### src/rtl/core/lgs_pkg.sv
// Shared types, constants and command structs for the launch grid statistics block.
`default_nettype none
package lgs_pkg;

  localparam int MAX_OPS   = 1024;
  localparam int CNT_W     = 11;
  localparam int CNT_CAP_I = (MAX_OPS < 2047) ? MAX_OPS : 2047;
  localparam logic [CNT_W-1:0] CNT_CAP = CNT_W'(CNT_CAP_I);

  // Shared divider: widest operand is worst_blocks * cost_sum (16 + 42 bits).
  localparam int DIV_W     = 58;
  localparam int DIV_CNT_W = $clog2(DIV_W + 1);

  localparam int PADDR_W = 5;

  typedef enum logic [2:0] {
    REG_NUM_SMS  = 3'd0,
    REG_MAX_BLK  = 3'd1,
    REG_SHARED   = 3'd2,
    REG_STATIC   = 3'd3,
    REG_SKEW_THR = 3'd4
  } reg_idx_t;

  typedef struct packed {
    logic [10:0] num_sms;
    logic [6:0]  max_blk;
    logic [17:0] shared_sm;
    logic [15:0] static_sh;
    logic [15:0] skew_thr;
  } cfg_t;

  typedef enum logic [1:0] {
    DSEL_OCC  = 2'd0,
    DSEL_BEST = 2'd1,
    DSEL_SKEW = 2'd2,
    DSEL_POIS = 2'd3
  } div_sel_t;

  typedef struct packed {
    logic     accept;
    logic     mul;
    logic     upd;
    logic     div_start;
    logic     div_store;
    div_sel_t sel;
    logic     tgt;
    logic     mul1;
    logic     mul2;
    logic     emit;
  } cmd_t;

  typedef struct packed {
    logic last;
    logic div_done;
    logic out_free;
  } sts_t;

endpackage
`default_nettype wire

### src/rtl/core/lgs_ctrl.sv
// Sequencer for per-transaction accumulation and the end-of-step calculations.
`default_nettype none
module lgs_ctrl
  import lgs_pkg::*;
(
  input  wire logic clk,
  input  wire logic rst_n,
  input  wire logic in_valid,
  output logic      in_stall,
  input  wire sts_t sts,
  output cmd_t      cmd
);

  typedef enum logic [3:0] {
    S_IDLE, S_MUL, S_UPD,
    S_OCC_GO, S_OCC_WAIT, S_BEST_GO, S_BEST_WAIT,
    S_TGT, S_MUL1, S_MUL2,
    S_SKEW_GO, S_SKEW_WAIT, S_POIS_GO, S_POIS_WAIT,
    S_EMIT
  } state_t;

  state_t state_r, state_nxt;

  always_comb begin
    state_nxt = state_r;
    cmd       = '0;
    cmd.sel   = DSEL_OCC;
    unique case (state_r)
      S_IDLE: begin
        cmd.accept = in_valid;
        if (in_valid) state_nxt = S_MUL;
      end
      S_MUL: begin
        cmd.mul   = 1'b1;
        state_nxt = S_UPD;
      end
      S_UPD: begin
        cmd.upd   = 1'b1;
        state_nxt = sts.last ? S_OCC_GO : S_IDLE;
      end
      S_OCC_GO: begin
        cmd.div_start = 1'b1;
        state_nxt     = S_OCC_WAIT;
      end
      S_OCC_WAIT: begin
        cmd.div_store = sts.div_done;
        if (sts.div_done) state_nxt = S_BEST_GO;
      end
      S_BEST_GO: begin
        cmd.sel       = DSEL_BEST;
        cmd.div_start = 1'b1;
        state_nxt     = S_BEST_WAIT;
      end
      S_BEST_WAIT: begin
        cmd.sel       = DSEL_BEST;
        cmd.div_store = sts.div_done;
        if (sts.div_done) state_nxt = S_TGT;
      end
      S_TGT: begin
        cmd.tgt   = 1'b1;
        state_nxt = S_MUL1;
      end
      S_MUL1: begin
        cmd.mul1  = 1'b1;
        state_nxt = S_MUL2;
      end
      S_MUL2: begin
        cmd.mul2  = 1'b1;
        state_nxt = S_SKEW_GO;
      end
      S_SKEW_GO: begin
        cmd.sel       = DSEL_SKEW;
        cmd.div_start = 1'b1;
        state_nxt     = S_SKEW_WAIT;
      end
      S_SKEW_WAIT: begin
        cmd.sel       = DSEL_SKEW;
        cmd.div_store = sts.div_done;
        if (sts.div_done) state_nxt = S_POIS_GO;
      end
      S_POIS_GO: begin
        cmd.sel       = DSEL_POIS;
        cmd.div_start = 1'b1;
        state_nxt     = S_POIS_WAIT;
      end
      S_POIS_WAIT: begin
        cmd.sel       = DSEL_POIS;
        cmd.div_store = sts.div_done;
        if (sts.div_done) state_nxt = S_EMIT;
      end
      S_EMIT: begin
        // hold until the output register can take the result
        cmd.emit = sts.out_free;
        if (sts.out_free) state_nxt = S_IDLE;
      end
      default: state_nxt = S_IDLE;
    endcase
  end

  always_ff @(posedge clk) begin
    if (!rst_n) begin
      state_r <= S_IDLE;
    end else begin
      state_r <= state_nxt;
    end
  end

  assign in_stall = (state_r != S_IDLE);

endmodule
`default_nettype wire

### config.mk
export PLATFORM = sky130hd
export DESIGN_NAME = lgs_ctrl
export DESIGN_NICKNAME = d
export VERILOG_FILES = /design/src/rtl/core/lgs_pkg.sv /design/src/rtl/core/lgs_ctrl.sv
export SDC_FILE = /design/constraint.sdc
export NUM_CORES = 1
export LEC_CHECK = 0
export BUFFER_PORTS_ARGS = -buffer_cell sky130_fd_sc_hd__buf_4
export CAP_MARGIN = 20
export CORE_AREA = 2 2 39 41
export DETAILED_ROUTE_END_ITERATION = 10
export DIE_AREA = 0 0 41 43
export SETUP_SLACK_MARGIN = 0.3
export SLEW_MARGIN = 40
export SYNTH_ARGS = -nofsm -noshare
export SYNTH_HDL_FRONTEND = slang
export SYNTH_SLANG_ARGS = --single-unit
### constraint.sdc
create_clock -name clk -period 1.3 [get_ports clk]
set_input_delay 0.26 -clock clk [delete_from_list [all_inputs] [get_ports clk]]
set_output_delay 0.26 -clock clk [all_outputs]
set_load 0.03 [all_outputs]
==> tab_implementation.tex <==
\begin{tabular}{lr}
\hline
Metric & Value \\
\hline
\multicolumn{2}{l}{\textbf{Outcome}} \\
Run status & finished with violations \\
Violations in the final reports & negative setup slack \\
\multicolumn{2}{l}{\textbf{Routing}} \\
Post-DRT Antenna Nets & 0 \\
First DRT Iteration DRCs & 7 \\
Post-detailed-routing wire length & $\sim$1900 µm \\
Per-cell via count in the routed design & 5.25 \\
DRC errors left & 0 \\
Initial DRT Pass Iterations & 4 \\
Detail-routed net length per standard cell & 15.0 µm \\
Total vias in the final route & $\sim$660 \\
\multicolumn{2}{l}{\textbf{Yosys}} \\
Synthesized flop and latch total & 4 \\
Portion of synthesized cell area occupied by the leading cell type & 18.6\% \\
Distinct cells, synth & 26 \\
Yosys warning count & 0 \\
Ranking of synthesized cells by area & dfxtp\_1 (19\%), nor2\_1 (11\%), a21oi\_1 (7.0\%) \\
Post-Syn Area & 430 µm² \\
Seq/Total Area, Yosys & 18.6\% \\
Number of nets in the synthesized netlist & 72 \\
Yosys top cell by area & dfxtp\_1 \\
Gate count after technology mapping & between 60 and 70 \\
Post-synthesis area per instance & around 6.5 µm² \\
\multicolumn{2}{l}{\textbf{Final layout}} \\
Largest register FFs & 4 \\
Synth-to-layout area growth & 153\% \\
Core occupancy in the finished layout & 78.7\% \\
Largest registers & state\_r (4) \\
Antenna Diode Count & 0 \\
Count of non-filler cells in the finished layout & 125 \\
Number of nets at the end of the flow & 116 \\
Top reg by flops & state\_r \\
Fraction of final layout cells sized beyond drive strength 1 & about three quarters \\
Commonest cells after routing, fill and taps aside & buf\_6 (24), buf\_4 (19), nor2\_4 (6) \\
Summed area of non-filler cells in the final layout & approximately 1100 µm² \\
Commonest non-fill, non-tap cell in the layout & buf\_6 \\
\multicolumn{2}{l}{\textbf{Global routing}} \\
First-pass GRT wire length & 2200 µm \\
Via count of the first global-routing pass & 529 \\
Antenna violations before repair & 0 \\
Total grt overflow & 0 \\
GRT Total Usage & a little under a fifth \\
Largest net degree at the start of global routing & 13 \\
\multicolumn{2}{l}{\textbf{Worst setup path}} \\
Startpoint types & flop \\
Kind of cell adding the most delay to the critical path & flip-flops \\
Arrival time worst endpoint & 1240 ps \\
Biggest cell delay along the critical path & 380 ps \\
Cell depth of the worst flop-to-flop path & 5 \\
Endpoint type of the worst setup path & primary output \\
Crit path max fanout & 6 \\
Cell with the largest stage delay on the worst path & dfxtp\_4 \\
Worst Setup Path Type & flop to primary output \\
Count of buffering cells on the critical path with inverters included & 1 \\
CP cell instances & nand4b\_1, a21boi\_4, buf\_6 \\
Worst Path Required & approximately 1000 ps \\
CP Depth & 3 \\
\multicolumn{2}{l}{\textbf{STA}} \\
Unrepaired setup endpoints after global routing & yes \\
Final worst clock skew & between 3 and 4 ps \\
Fin worst setup slack & -203 ps \\
Number of hold violations in the final report & 0 \\
Portion of the clock cycle consumed by the worst path in the final layout & 116\% \\
Achievable Freq & 665 MHz \\
Slew Limit Headroom & 84.3\% \\
Post-Route Hold Slack & 292 ps \\
Final Max Tran Viols & 0 \\
Slew at the pin with the worst max-slew slack & around 240 ps \\
Final setup violation count & 14 \\
Crit path time final & 1500 ps \\
\multicolumn{2}{l}{\textbf{Die}} \\
Placeable core region & 1380 µm² \\
Die width & slightly above 40 µm \\
Floorplan die height & 43 µm \\
Number of rows created at floorplan & 14 \\
Total die area & 1760 µm² \\
Starting utilization of the core area & 31.1\% \\
Top Ports & 18 \\
\multicolumn{2}{l}{\textbf{Clocking}} \\
Clock-pin slew reported for the worst setup and hold paths after clock tree synthesis & 40 ps \\
Hold bufs inserted after CTS & 0 \\
TritonCTS clock tree & done \\
Clk root buf & clkbuf\_4 \\
Clock net sink count & 4 \\
CTS buffer count & 3 \\
Largest buffer count on any clock path & 2 \\
Number of H-tree branching levels & 1 \\
Later-pin clock latency in the skew report & 240 ps \\
\multicolumn{2}{l}{\textbf{Placed design}} \\
Estimated wirelength of the detail-placed design & approximately 870 µm \\
Setup slack after placement & around 8.1 ps \\
Placed cell count & around 100 \\
Area post-placement & 714 µm² \\
Count of buffers from port buffering & 17 \\
Placer Congestion & 0.769 \\
\multicolumn{2}{l}{\textbf{Power}} \\
Maximum ir drop on the vdd rail & slightly above 0.0006 V \\
Power per standard cell area & between 700 and 800 nW/µm² \\
Standby leakage power & between 0.4 and 0.5 nW \\
\multicolumn{2}{l}{\textbf{Flow run}} \\
Max cap viols & 0 \\
\multicolumn{2}{l}{\textbf{Hold path}} \\
Hold Path Stages & 3 \\
Type of the tightest min-delay check & input port to flop \\
\hline
\end{tabular}
-- through the flow --
stage          TNS (ps)  power [mW]
4_1_cts           -1480       0.763
5_1_grt           -2170       0.885
2_1_floorplan         0       0.406
6_report          -1670       0.847
3_3_place_gp          0       0.486
3_5_place_dp          0       0.486
-- synthesized netlist by cell type --
library cell,count
o2111a_1,1
buf_4,2
nor3_1,4
and3_1,2
and2b_1,1
inv_1,3
a31oi_1,1
o21a_1,1
nor2_1,13
nand2_1,4
nand4b_1,1
a21oi_1,6
nand2b_1,3
a21boi_0,1
a221oi_1,1
o31ai_1,1
or3_1,2
dfxtp_1,4
buf_6,1
xor2_1,3
nand3_1,2
o21bai_1,1
o31a_1,1
buf_2,2
and2_1,2
o21ai_0,3
-- per-layer routing --
layer | wire length (µm) | GRT usage [%] | vias to the layer above
met3 | 62 | 2.09 | 4
met2 | 1020 | 30.0 | 21
met5 | 0 | 0 | -
li1 | - | - | 318
met1 | 748 | 22.1 | 313
met4 | 35 | 7.33 | 0
-- power breakdown --
group | leakage (nW) | internal [mW] | total, mW | switching, mW
Clock | 0.0150 | 0.115 | 0.170 | 0.0542
Combinational | 0.417 | 0.262 | 0.511 | 0.249
Sequential | 0.0356 | 0.136 | 0.166 | 0.0304
-- final timing paths --
kind | start | end | slack, ps
max | state_r[2] | cmd[6] | -200
min | rst_n | state_r[0] | 290
max reg2reg | state_r[3] | state_r[1] | -170
min reg2reg | state_r[1] | state_r[3] | 560
-- what timing repair did --
action,in CTS,in global routing
buffers inserted,11,7
gates resized for setup,37,19
endpoints found under the setup margin,15,16
pin swaps,12,11
-- layout make-up --
class	count	area, µm²
multi-input combinational	54	500
timing repair buffer	44	433
fill	90	295
sequential	4	95.1
clock buffer	4	26.3
tap	16	20.0
inverter	3	13.8
-- tightest hold or removal path, stage by stage --
cell and delay (ps):
buf_4 130, o31ai_4 60, a221oi_2 40
-- cells by family (layout without fill, tap and decap cells) --
| family | count (synthesis) | in the layout | synth area share (%) |
|---|---|---|---|
| XOR/XNOR | 3 | 3 | 6.11 |
| AND/OR/NAND/NOR | 34 | 34 | 38.7 |
| AO/OA/AOI/OAI | 17 | 17 | 25.6 |
| flip-flops | 4 | 4 | 18.6 |
| buffers and inverters | 8 | 51 | 11.0 |
No activity file was read; power rests on OpenSTA's default activity.
